==> config.mk <==
export PLATFORM = sky130hd
export DESIGN_NAME = merkle_proof_verifier_core_flat
export DESIGN_NICKNAME = d
export VERILOG_FILES = /design/src/design/mpv_pkg.sv /design/src/design/mpv_stream_if.sv /design/src/design/mpv_apb_regs.sv /design/src/design/mpv_hash_unit.sv /design/src/design/mpv_pipe.sv /design/src/design/merkle_proof_verifier_core.sv /design/src/flat_wrapper.sv
export VERILOG_INCLUDE_DIRS = /design/src /design/src/design
export SDC_FILE = /design/constraint.sdc
export NUM_CORES = 1
export LEC_CHECK = 0
export BUFFER_PORTS_ARGS = -buffer_cell sky130_fd_sc_hd__buf_2
export CORE_MARGIN = 2
export CORE_UTILIZATION = 50
export CTS_BUF_LIST = sky130_fd_sc_hd__clkbuf_4 sky130_fd_sc_hd__clkbuf_8
export DETAILED_ROUTE_END_ITERATION = 6
export GPL_ROUTABILITY_DRIVEN = 0
export PLACE_DENSITY_LB_ADDON = 0.2
export SETUP_SLACK_MARGIN = 0.15
export SYNTH_ARGS = -nofsm -noshare
export SYNTH_HDL_FRONTEND = slang
export SYNTH_SLANG_ARGS = --single-unit
export TNS_END_PERCENT = 50
==> constraint.sdc <==
create_clock -name clk -period 9 [get_ports clk]
set_clock_uncertainty 0.2 [all_clocks]
set_input_delay 1.8 -clock clk [delete_from_list [all_inputs] [get_ports clk]]
set_output_delay 1.8 -clock clk [all_outputs]
set_load 0.01 [all_outputs]
==> src/design/merkle_proof_verifier_core_macros.svh <==
// assertion macros of the merkle proof verifier rtl
`ifndef MERKLE_PROOF_VERIFIER_CORE_MACROS_SVH
`define MERKLE_PROOF_VERIFIER_CORE_MACROS_SVH

`ifndef SYNTH

// clocked assertion, switched off while reset is asserted
`define MPV_ASSERT(label, clk, rst_n, prop) \
	label: assert property (@(posedge clk) disable iff (!rst_n) prop) \
		else $error("assertion failed in merkle proof verifier");

// clocked assertion that also holds during reset
`define MPV_ASSERT_ALWAYS(label, clk, prop) \
	label: assert property (@(posedge clk) prop) \
		else $error("assertion failed in merkle proof verifier");

`else

`define MPV_ASSERT(label, clk, rst_n, prop)
`define MPV_ASSERT_ALWAYS(label, clk, prop)

`endif

`endif

==> src/design/mpv_pkg.sv <==
// constants, register map and helper function of the merkle proof verifier
package mpv_pkg;

	localparam int HASH_W  = 32;
	localparam int NIB_W   = 4;
	localparam int CHAR_W  = 8;
	localparam int NIB_N   = HASH_W / NIB_W;
	localparam int CHAR_N  = 2 * NIB_N;
	localparam int APB_AW  = 3;
	localparam int APB_DW  = 32;

	// register index taken from paddr above the byte offset
	localparam logic [0:0] REG_EXPECTED_ROOT = 1'b0;

	// ascii codes of the lowercase hex digits
	localparam logic [CHAR_W-1:0] ASCII_ZERO     = 8'h30;
	localparam logic [CHAR_W-1:0] ASCII_A_MINUS_10 = 8'h57;

	// one nibble as a lowercase ascii hex character
	function automatic logic [CHAR_W-1:0] hex_char(input logic [NIB_W-1:0] nib);
		logic [CHAR_W-1:0] wide;
		wide = {{(CHAR_W-NIB_W){1'b0}}, nib};
		if (nib < 4'd10)
			return ASCII_ZERO + wide;
		else
			return ASCII_A_MINUS_10 + wide;
	endfunction

endpackage

==> src/design/mpv_stream_if.sv <==
// request and result channel interfaces of the merkle proof verifier

interface mpv_req_if;
	logic                        valid;
	logic                        ready;
	logic                        mode;
	logic [mpv_pkg::HASH_W-1:0]  hash_value;
	logic                        last;

	modport source (output valid, output mode, output hash_value, output last,
		input ready);
	modport sink (input valid, input mode, input hash_value, input last,
		output ready);
endinterface

interface mpv_res_if;
	logic                        valid;
	logic                        ready;
	logic [mpv_pkg::HASH_W-1:0]  computed_root;
	logic                        matches_res;

	modport source (output valid, output computed_root, output matches_res,
		input ready);
	modport sink (input valid, input computed_root, input matches_res,
		output ready);
endinterface

==> src/design/mpv_apb_regs.sv <==
// apb configuration register block holding the expected root
module mpv_apb_regs (
	input  logic                        clk,
	input  logic                        arst_n,
	input  logic                        psel,
	input  logic                        penable,
	input  logic                        pwrite,
	input  logic [mpv_pkg::APB_AW-1:0]  paddr,
	input  logic [mpv_pkg::APB_DW-1:0]  pwdata,
	output logic [mpv_pkg::APB_DW-1:0]  prdata,
	output logic                        pready,
	output logic [mpv_pkg::HASH_W-1:0]  expected_root
);

	logic                        wr_en;
	logic [mpv_pkg::HASH_W-1:0]  expected_root_q;

	// no wait states
	assign pready = 1'b1;
	assign wr_en  = psel & penable & pwrite & pready;

	// register write in the access phase
	always_ff @(posedge clk or negedge arst_n) begin
		if (!arst_n) begin
			expected_root_q <= '0;
		end else if (wr_en && (paddr[mpv_pkg::APB_AW-1] == mpv_pkg::REG_EXPECTED_ROOT)) begin
			expected_root_q <= pwdata[mpv_pkg::HASH_W-1:0];
		end
	end

	// read decode
	always_comb begin
		unique case (paddr[mpv_pkg::APB_AW-1])
			mpv_pkg::REG_EXPECTED_ROOT: prdata = expected_root_q;
			default:                    prdata = '0;
		endcase
	end

	assign expected_root = expected_root_q;

endmodule

==> src/design/mpv_hash_unit.sv <==
// combinational pair hash: ordered hex characters folded by xor and rotate
module mpv_hash_unit (
	input  logic [mpv_pkg::HASH_W-1:0] running,
	input  logic [mpv_pkg::HASH_W-1:0] sibling,
	output logic [mpv_pkg::HASH_W-1:0] pair_hash
);

	logic [mpv_pkg::HASH_W-1:0]   lo_word;
	logic [mpv_pkg::HASH_W-1:0]   hi_word;
	logic [2*mpv_pkg::HASH_W-1:0] pair_word;
	logic [mpv_pkg::CHAR_W-1:0]   chr [mpv_pkg::CHAR_N];

	// smaller hash goes first
	assign lo_word   = (running <= sibling) ? running : sibling;
	assign hi_word   = (running <= sibling) ? sibling : running;
	assign pair_word = {lo_word, hi_word};

	// hex characters, most significant nibble first
	always_comb begin
		for (int i = 0; i < mpv_pkg::CHAR_N; i++) begin
			chr[i] = mpv_pkg::hex_char(pair_word[2*mpv_pkg::HASH_W-1-mpv_pkg::NIB_W*i -:
				mpv_pkg::NIB_W]);
		end
	end

	// each character ends up rotated once per remaining step; the
	// rotations never wrap so a plain shift places it
	always_comb begin
		pair_hash = '0;
		for (int i = 0; i < mpv_pkg::CHAR_N; i++) begin
			pair_hash = pair_hash ^
				({{(mpv_pkg::HASH_W-mpv_pkg::CHAR_W){1'b0}}, chr[i]} << (mpv_pkg::CHAR_N - i));
		end
	end

endmodule

==> src/design/mpv_pipe.sv <==
// request register, running hash and result register of the verifier
`include "merkle_proof_verifier_core_macros.svh"

module mpv_pipe (
	input  logic                       clk,
	input  logic                       arst_n,
	input  logic [mpv_pkg::HASH_W-1:0] expected_root,
	mpv_req_if.sink                    req_ch,
	mpv_res_if.source                  res_ch
);

	logic                       valid_s1;
	logic                       mode_s1;
	logic [mpv_pkg::HASH_W-1:0] hash_s1;
	logic                       last_s1;

	logic [mpv_pkg::HASH_W-1:0] running_q;
	logic                       res_valid_q;
	logic [mpv_pkg::HASH_W-1:0] root_q;
	logic                       matches_q;

	logic                       res_free;
	logic                       adv_s1;
	logic [mpv_pkg::HASH_W-1:0] mixed_hash;
	logic [mpv_pkg::HASH_W-1:0] next_hash;

	mpv_hash_unit u_hash (
		.running   (running_q),
		.sibling   (hash_s1),
		.pair_hash (mixed_hash)
	);

	// flow control: a request moves on unless its result has nowhere to go
	assign res_free     = !res_valid_q || res_ch.ready;
	assign adv_s1       = valid_s1 && (!last_s1 || res_free);
	assign req_ch.ready = !valid_s1 || adv_s1;

	assign next_hash = mode_s1 ? mixed_hash : hash_s1;

	// request register
	always_ff @(posedge clk or negedge arst_n) begin
		if (!arst_n) begin
			valid_s1 <= 1'b0;
		end else if (req_ch.ready) begin
			valid_s1 <= req_ch.valid;
		end
	end

	always_ff @(posedge clk) begin
		if (req_ch.ready && req_ch.valid) begin
			mode_s1 <= req_ch.mode;
			hash_s1 <= req_ch.hash_value;
			last_s1 <= req_ch.last;
		end
	end

	// running hash update
	always_ff @(posedge clk or negedge arst_n) begin
		if (!arst_n) begin
			running_q <= '0;
		end else if (adv_s1) begin
			running_q <= next_hash;
		end
	end

	// result register
	always_ff @(posedge clk or negedge arst_n) begin
		if (!arst_n) begin
			res_valid_q <= 1'b0;
		end else if (res_free) begin
			res_valid_q <= adv_s1 && last_s1;
		end
	end

	always_ff @(posedge clk) begin
		if (res_free && adv_s1 && last_s1) begin
			root_q    <= next_hash;
			matches_q <= (next_hash == expected_root);
		end
	end

	assign res_ch.valid         = res_valid_q;
	assign res_ch.computed_root = root_q;
	assign res_ch.matches_res   = matches_q;

	// checks
	`MPV_ASSERT(a_leaf_load, clk, arst_n,
		(adv_s1 && !mode_s1) |=> (running_q == $past(hash_s1)))
	`MPV_ASSERT(a_last_gives_result, clk, arst_n,
		(adv_s1 && last_s1) |=> (res_valid_q && (root_q == running_q)))
	`MPV_ASSERT(a_blocked_last_stalls, clk, arst_n,
		(valid_s1 && last_s1 && res_valid_q && !res_ch.ready) |-> !req_ch.ready)
	`MPV_ASSERT_ALWAYS(a_idle_ready, clk,
		!valid_s1 |-> req_ch.ready)

endmodule

==> src/design/merkle_proof_verifier_core.sv <==
// top level of the merkle proof verifier
//
//  channel   dir  handshake            payload
//  req_ch    in   valid / ready        mode, hash_value, last
//  res_ch    out  valid / ready        computed_root, matches_res
//  apb       in   psel/penable/pready  expected_root at byte address 0
//
// one request per cycle unless a last request waits on a pending result;
// a last request's root passes from the request register to the result one
// reset clears the expected root, the running hash and all valid flags
// a pending result that is not taken only stalls a following last request
module merkle_proof_verifier_core (
	input  logic                       clk,
	input  logic                       arst_n,
	mpv_req_if.sink                    req_ch,
	mpv_res_if.source                  res_ch,
	input  logic                       psel,
	input  logic                       penable,
	input  logic                       pwrite,
	input  logic [mpv_pkg::APB_AW-1:0] paddr,
	input  logic [mpv_pkg::APB_DW-1:0] pwdata,
	output logic [mpv_pkg::APB_DW-1:0] prdata,
	output logic                       pready
);

	logic [mpv_pkg::HASH_W-1:0] expected_root;

	// configuration registers
	mpv_apb_regs u_regs (
		.clk           (clk),
		.arst_n        (arst_n),
		.psel          (psel),
		.penable       (penable),
		.pwrite        (pwrite),
		.paddr         (paddr),
		.pwdata        (pwdata),
		.prdata        (prdata),
		.pready        (pready),
		.expected_root (expected_root)
	);

	// proof datapath
	mpv_pipe u_pipe (
		.clk           (clk),
		.arst_n        (arst_n),
		.expected_root (expected_root),
		.req_ch        (req_ch),
		.res_ch        (res_ch)
	);

endmodule

==> src/flat_wrapper.sv <==
// flat-port wrapper written by rule: the top's interface ports become plain ports
module merkle_proof_verifier_core_flat 
  (clk, arst_n, psel, penable, pwrite, paddr, pwdata, prdata, pready, req_ch_valid, req_ch_mode, req_ch_hash_value, req_ch_last, req_ch_ready, res_ch_valid, res_ch_computed_root, res_ch_matches_res, res_ch_ready);
  mpv_req_if req_ch_i ();
  mpv_res_if res_ch_i ();
  input  logic clk;
  input  logic arst_n;
  input  logic psel;
  input  logic penable;
  input  logic pwrite;
  input  logic [mpv_pkg::APB_AW-1:0] paddr;
  input  logic [mpv_pkg::APB_DW-1:0] pwdata;
  output logic [mpv_pkg::APB_DW-1:0] prdata;
  output logic pready;
  input wire logic [$bits(req_ch_i.valid)-1:0] req_ch_valid;
  input wire logic [$bits(req_ch_i.mode)-1:0] req_ch_mode;
  input wire logic [$bits(req_ch_i.hash_value)-1:0] req_ch_hash_value;
  input wire logic [$bits(req_ch_i.last)-1:0] req_ch_last;
  output wire logic [$bits(req_ch_i.ready)-1:0] req_ch_ready;
  output wire logic [$bits(res_ch_i.valid)-1:0] res_ch_valid;
  output wire logic [$bits(res_ch_i.computed_root)-1:0] res_ch_computed_root;
  output wire logic [$bits(res_ch_i.matches_res)-1:0] res_ch_matches_res;
  input wire logic [$bits(res_ch_i.ready)-1:0] res_ch_ready;
  assign req_ch_i.valid = req_ch_valid;
  assign req_ch_i.mode = req_ch_mode;
  assign req_ch_i.hash_value = req_ch_hash_value;
  assign req_ch_i.last = req_ch_last;
  assign req_ch_ready = req_ch_i.ready;
  assign res_ch_valid = res_ch_i.valid;
  assign res_ch_computed_root = res_ch_i.computed_root;
  assign res_ch_matches_res = res_ch_i.matches_res;
  assign res_ch_i.ready = res_ch_ready;
  merkle_proof_verifier_core u_core (.clk(clk), .arst_n(arst_n), .req_ch(req_ch_i), .res_ch(res_ch_i), .psel(psel), .penable(penable), .pwrite(pwrite), .paddr(paddr), .pwdata(pwdata), .prdata(prdata), .pready(pready));
endmodule
### Yosys cells after proc, flatten, opt, wreduce, memory -nomap -nowiden

Cells that the tools add are included.

* register bits: 133
* input bits: 76
* output and inout bits: 68

* add/sub/neg operators: 32
* $lt $le $gt $ge: 17
* equal/unequal tests: 1
* muxes and demuxes: 20
* bitwise gates (word level): 18
* reduce and logical (&&, ||, !) cells: 12

Operators with widths (count)
* 7-bit by 4-bit adder with 8-bit output (first input constant): 16
* 32-bit two-way mux: 4
* 8-bit two-way mux: 16
* 6-bit by 4-bit adder with 7-bit output (first input constant): 16
* 4-bit less-than comparator (second input constant): 16
* 32-bit equality test: 1
* 32-bit less-or-equal comparator: 1
* 32-bit by 10-bit XOR with 32-bit output: 1
* 32-bit by 11-bit XOR with 32-bit output: 1
* 32-bit by 12-bit XOR with 32-bit output: 1
* 32-bit by 13-bit XOR with 32-bit output: 1
* 32-bit by 14-bit XOR with 32-bit output: 1
* 32-bit by 15-bit XOR with 32-bit output: 1
* 32-bit by 16-bit XOR with 32-bit output: 1
* 32-bit by 17-bit XOR with 32-bit output: 1
* 32-bit by 18-bit XOR with 32-bit output: 1
* 32-bit by 19-bit XOR with 32-bit output: 1
* 32-bit by 20-bit XOR with 32-bit output: 1
* 32-bit by 21-bit XOR with 32-bit output: 1
* 32-bit by 22-bit XOR with 32-bit output: 1
* 32-bit by 9-bit XOR with 32-bit output: 1
* 24-bit by 23-bit XOR with 24-bit output: 1
* 1-bit logical AND: 6
* 1-bit logical NOT: 3
* 3 further kinds: 6

### Longest topological paths before layout

* depth in word-level cells: 21
* mapped depth: 27
* mapped depth without buffers: 21

### Modules after synthesis

Synthesis repeated with hierarchy kept, for this count alone.

* cell total of the unflattened synthesis: 871
* area total of the unflattened synthesis: 9514.1 um2

By module, submodules not included
* mpv_pipe: times used 1, cells an instance 223, area each 4106.4 um2, sequential area each 2862.7 um2
* mpv_hash_unit: times used 1, cells an instance 543, area each 3853.7 um2, sequential area each 0.0 um2
* mpv_apb_regs: times used 1, cells an instance 105, area each 1554.0 um2, sequential area each 800.8 um2

### Least setup slack after synthesis

Ideal clock, no wire load.

* path kind: reg-to-reg
* start point: register u_core.u_pipe.hash_s1[1] (netlist name)
* end point: register u_core.u_pipe.matches_q (netlist: u_core.u_pipe.res_ch.matches_res) (data pin)
* library setup time: 0.145 ns
* arrival time: 5.123 ns
* path slack: 3.532 ns
* cell stages (with the launch flop): 28
* cell sequence: edfxtp_1 -> clkbuf_1 -> inv_1 -> ha_1 -> nor2b_1 -> o211ai_1 -> a2111o_1 -> a31oi_4 -> or2_1 -> buf_6 -> buf_2 -> buf_2 -> clkbuf_1 -> clkbuf_1 -> nor2_1 -> a21oi_1 -> ha_1 -> inv_1 -> nor2_1 -> xnor2_1 -> xnor2_1 -> nor3_1 -> mux2i_1 -> o211ai_1 -> o21ai_0 -> nand4b_1 -> or4b_1 -> o21ai_1

* cells in the longest elaborated chain, start to end: 21
* elaborated cells on any way between the ends: 84
* those cells by class: add/sub: 32; order compare: 17; eq/ne: 1; mux: 19; bitwise: 15

Ends and longest elaborated chain
* start: declaration: line mpv_pipe.sv:14 `logic [mpv_pkg::HASH_W-1:0] hash_s1;`
* start signal: assignment: line mpv_pipe.sv:52 `hash_s1 <= req_ch.hash_value;`
* 32-bit less-or-equal comparator: line mpv_hash_unit.sv:14, mpv_hash_unit.sv:15
* 32-bit two-way mux: line mpv_hash_unit.sv:14 `assign lo_word = (running <= sibling) ? running : sibling;`
* 7-bit by 4-bit adder with 8-bit output (tied with other cells): line mpv_pkg.sv:26 `return ASCII_A_MINUS_10 + wide;`
* 8-bit two-way mux: line mpv_pkg.sv:23 `if (nib < 4'd10)`
* 24-bit by 23-bit XOR with 24-bit output: line mpv_hash_unit.sv:31 `pair_hash = pair_hash ^`
* 32-bit by 22-bit XOR with 32-bit output: line mpv_hash_unit.sv:31
* 32-bit by 21-bit XOR with 32-bit output: line mpv_hash_unit.sv:31
* 32-bit by 20-bit XOR with 32-bit output: line mpv_hash_unit.sv:31
* [5 not listed]
* 32-bit by 14-bit XOR with 32-bit output: line mpv_hash_unit.sv:31
* 32-bit by 13-bit XOR with 32-bit output: line mpv_hash_unit.sv:31
* 32-bit by 12-bit XOR with 32-bit output: line mpv_hash_unit.sv:31
* 32-bit by 11-bit XOR with 32-bit output: line mpv_hash_unit.sv:31
* 32-bit by 10-bit XOR with 32-bit output: line mpv_hash_unit.sv:31
* 32-bit by 9-bit XOR with 32-bit output: line mpv_hash_unit.sv:31
* 32-bit two-way mux *: line mpv_pipe.sv:38 `assign next_hash = mode_s1 ? mixed_hash : hash_s1;`
* 32-bit equality test *: line mpv_pipe.sv:78 `matches_q <= (next_hash == expected_root);`
* end signal: assignment: line mpv_pipe.sv:78
* end: declaration: line mpv_pipe.sv:20 `logic matches_q;`

Mark *: on every way between the ends. The rest lies on a longest branch, timed or not.
A chain may end at the register's enable or synchronous reset.

### Worst setup path after layout

* start point: register u_core.u_pipe.hash_s1[14] (netlist name)
* end point: register u_core.u_pipe.matches_q (netlist: u_core.u_pipe.res_ch.matches_res) (data pin)

The elaborated chain is that of the path after synthesis.

==> summary.txt <==
Run status
  • Status: finished, violations left
  • Violated checks: DRC

Clock tree
  • # clock sinks: 133
  • Clk pin slew, worst setup/hold paths: 0.09 ns
  • H-Tree Depth: 4
  • Root Buffer: clkbuf_8
  • Hold buffer count at CTS: 0
  • Clock tree from TritonCTS: built
  • Post-CTS Setup Inserts: 0
  • Clock Latency Late Sink: 0.47 ns
  • Post-CTS sizing: 0
  • Clock buffer depth: 2
  • CTS buffer count: 17

Final layout
  • Fillers: 1762
  • Fin cells: 1399
  • FF+latch area: 3664 um2
  • Area occupied by multi-input gates: 5818 um2
  • Fin util: 0.5760
  • P&R area growth vs syn: 13.08%
  • Fraction of layout cells with a size suffix above 1: 0.2407
  • Final net count: 1235
  • Diode count: 0

Drt
  • Vias: 7873
  • Drc violations: 2
  • Avg WL per Cell: 19.82 um
  • Drt first pass iters: 7
  • DRT Wirelength: 27.73 mm
  • Routed vias/inst: 5.628
  • Iter 0 DRT Violations: 703
  • Routed Antenna Nets: 0

Synth
  • Register bit count reported by yosys: 133
  • Synth warn: 0
  • Share of the yosys chip area belonging to registers: 0.3707
  • Post-synth EDFFs: 67
  • Post-synth ARST share: 0.4962
  • Synthesized cell area: 9882 um2
  • Mapped Nets: 1117
  • Avg Inst Size Synth: 9.852 um2
  • Yosys cell types: 71
  • Synth area leaders: edfxtp_1 20%, dfrtp_1 17%, xnor2_1 12%, mux2_2 7.5%, ha_1 4.8%
  • Top FF cell, synth: edfxtp_1
  • Yosys top cell area share: 0.2036
  • Post-synth top area cell: edfxtp_1
  • Mapped Cells: 1003

Timing
  • Final worst-path cycle share: 0.6856
  • Min Clock Period, post-route: 6.170 ns
  • Slew headroom: 0.3864
  • Final Hold Vio Count: 0
  • Worst-Margin Slew: 0.9204 ns
  • Setup_tns: 0 ns
  • Maximum clock frequency: 0.1621 GHz
  • RSZ-0062 raised after global routing: no
  • Setup violators final: 0
  • Final Max Slew Viols: 0

Worst setup path
  • R2r setup slk: 2.83 ns
  • Critical Path Source Type: flip-flop
  • Critical Path AT: 6.29 ns
  • Worst Setup End Kind: flip-flop
  • Crit-path most repeated cell: a21oi_1
  • Slowest CP cell: or2_2
  • Max stage delay on crit path: 0.59 ns
  • RR Startpoint: u_core.u_pipe.hash_s1[14]$_DFFE_PP_
  • Crit-path cells: inv_1, ha_1, nand4_2, a2111o_1, a31oi_4, or2_2, buf_4, nor2_1, a21oi_1, ha_1, a21oi_1, nor2b_1, a21oi_1, o22ai_1, a2111oi_0, nor4b_1, nand4_1, o21ai_1
  • R2R Path End: u_core.u_pipe.res_ch.matches_res$_DFFE_PP_
  • Worst EP required: 9.12 ns
  • Critical path peak fanout: 32
  • Crit. Startpoint: u_core.u_pipe.hash_s1[14]$_DFFE_PP_
  • WS Path Type: reg2reg
  • Worst R2R Path Depth: 18

Power and ir drop
  • Leakage power: 4.633 nW
  • Pwr dens: 293.5 nW/um2
  • Worst VDD drop: 0.0001390 V

Place
  • Post-DP HPWL: 20.69 mm
  • I/O Buffers: 140
  • # placed instances: 1367

Die
  • Rows: 51
  • DIE WIDTH: 144.6 um
  • Core area: 19400 um2
  • Die area: 20900 um2
  • I/O Pins: 144
  • Chip height: 144.6 um
  • Starting density of the core: 0.5094

Global routing
  • Total grt overflow: 0
  • First-pass GRT wire length: 41.71 mm
  • GRT Total Usage: 0.2679
  • Antenna violations before repair: 0
  • Largest net degree at the start of global routing: 67
  • Vias in the first global route: 7482

Worst hold path
  • Hold path startpoint: u_core.u_regs.expected_root[19]$_DFFE_PN0P_
  • WHS Endpoint: u_core.u_regs.expected_root[19]$_DFFE_PN0P_
  • WHS Path Cells: 1
  • Hold Crit Class: reg2reg

Flow run
  • Max Cap Violations: 0
-- cell families (layout without fill, tap and decap cells) --
logic type	count (synthesis)	in the layout	synth area share
other	1	1	0.0003795
AO/OA/AOI/OAI	179	179	0.1080
flip-flops	133	133	0.3707
XOR/XNOR	186	186	0.1747
multiplexers	94	94	0.1080
adder cells (fa/ha/maj)	38	38	0.04811
buffers and inverters	99	230	0.04153
AND/OR/NAND/NOR	273	273	0.1485
-- state kept, by name, summed over array words and instances (netlist names) --
signal,cells
u_core.u_pipe.hash_s1,32
u_core.u_pipe.last_s1,1
u_core.u_pipe.mode_s1,1
u_core.u_pipe.res_ch.computed_root,32
u_core.u_regs.expected_root,32
u_core.u_pipe.valid_s1,1
u_core.u_pipe.res_ch.valid,1
u_core.u_pipe.res_ch.matches_res,1
u_core.u_pipe.running_q,32
-- per-stage QoR --
step                power (mW)  hold WS, ns  setup slack [ns]  cell area [um2]
finish                   3.280       0.3594             2.830            11170
global route             3.477       0.3835             2.397            11170
CTS                      3.265       0.3661             2.986            11170
detailed placement       2.725       0.3405             3.072            10760
global placement         2.699       0.3340             3.049            10760
floorplan                2.267       0.3145             3.532             9882
-- synth_stat cells, types with 4 or more instances --
master / instances
buf_2: 4
o21ai_2: 4
o21ai_0: 37
xnor3_1: 6
nand4_1: 14
edfxtp_1: 67
buf_6: 4
o31ai_1: 5
nand2b_1: 21
mux2_2: 66
ha_1: 38
nand2_1: 41
xor2_1: 38
nor3b_1: 8
o22ai_1: 8
o211ai_1: 5
nor3_1: 14
nor2_1: 83
nand3_1: 12
mux2i_1: 23
nor4bb_1: 8
xnor2_1: 141
clkbuf_1: 37
o21ai_1: 14
a31oi_1: 8
nor2b_1: 39
inv_1: 50
a21oi_1: 75
or2_2: 5
and3_1: 4
dfrtp_1: 66
-- cell type report --
cell class | count | share of cell area
sequential | 133 | 0.3278
inverter | 51 | 0.01713
clock buffer | 17 | 0.02094
tap | 265 | 0.02967
clock inverter | 15 | 0.01635
timing repair buffer | 147 | 0.06741
multi-input combinational | 771 | 0.5207
-- per-layer routing --
metal / track usage / vias to the layer above / routed length, um
li1: - / 3743 / -
met1: 0.3561 / 3761 / 11630
met2: 0.4325 / 308 / 13340
met3: 0.04007 / 61 / 1654
met4: 0.1237 / 0 / 1097
met5: 0 / - / 0
-- placed cells by master (no fill, tap or decap), types with 8 or more instances in the layout --
cell type and instances:
a21oi_1 75, a31oi_1 8, buf_2 140, clkbuf_8 17, dfrtp_1 66, edfxtp_1 67, ha_1 38, inv_1 50
mux2_2 66, mux2i_1 23, nand2_1 41, nand2b_1 21, nand3_1 12, nand4_1 14, nor2_1 82, nor2b_1 39
nor3_1 14, nor3b_1 8, nor4bb_1 8, o21ai_0 37, o21ai_1 14, o22ai_1 8, xnor2_1 141, xor2_1 38
-- worst max-delay path, delay by kind of cell (launching register included) --
kind	cells	cell delay (ns)
compound gates	8	2.46
buf+inv	2	0.69
fa+ha+maj	2	0.62
flops	1	0.55
simple gates	6	1.48
-- report_power, final --
group / total (mW) / internal, mW / switching (mW)
Sequential: 0.957 / 0.770 / 0.186
Combinational: 1.80 / 0.817 / 0.979
Clock: 0.527 / 0.236 / 0.291
-- worst max path at each step --
| stage | to | slack [ns] | cells after the start |
|---|---|---|---|
| CTS | u_core.u_pipe.res_ch.matches_res$_DFFE_PP_ | 2.99 | 19 |
| global route | u_core.u_pipe.res_ch.matches_res$_DFFE_PP_ | 2.40 | 19 |
| finish | u_core.u_pipe.res_ch.matches_res$_DFFE_PP_ | 2.83 | 18 |
| detailed placement | u_core.u_pipe.res_ch.matches_res$_DFFE_PP_ | 3.07 | 19 |
| floorplan | u_core.u_pipe.res_ch.matches_res$_DFFE_PP_ | 3.53 | 27 |
| global placement | u_core.u_pipe.res_ch.matches_res$_DFFE_PP_ | 3.05 | 19 |
(Power assumes the default switching activity.)
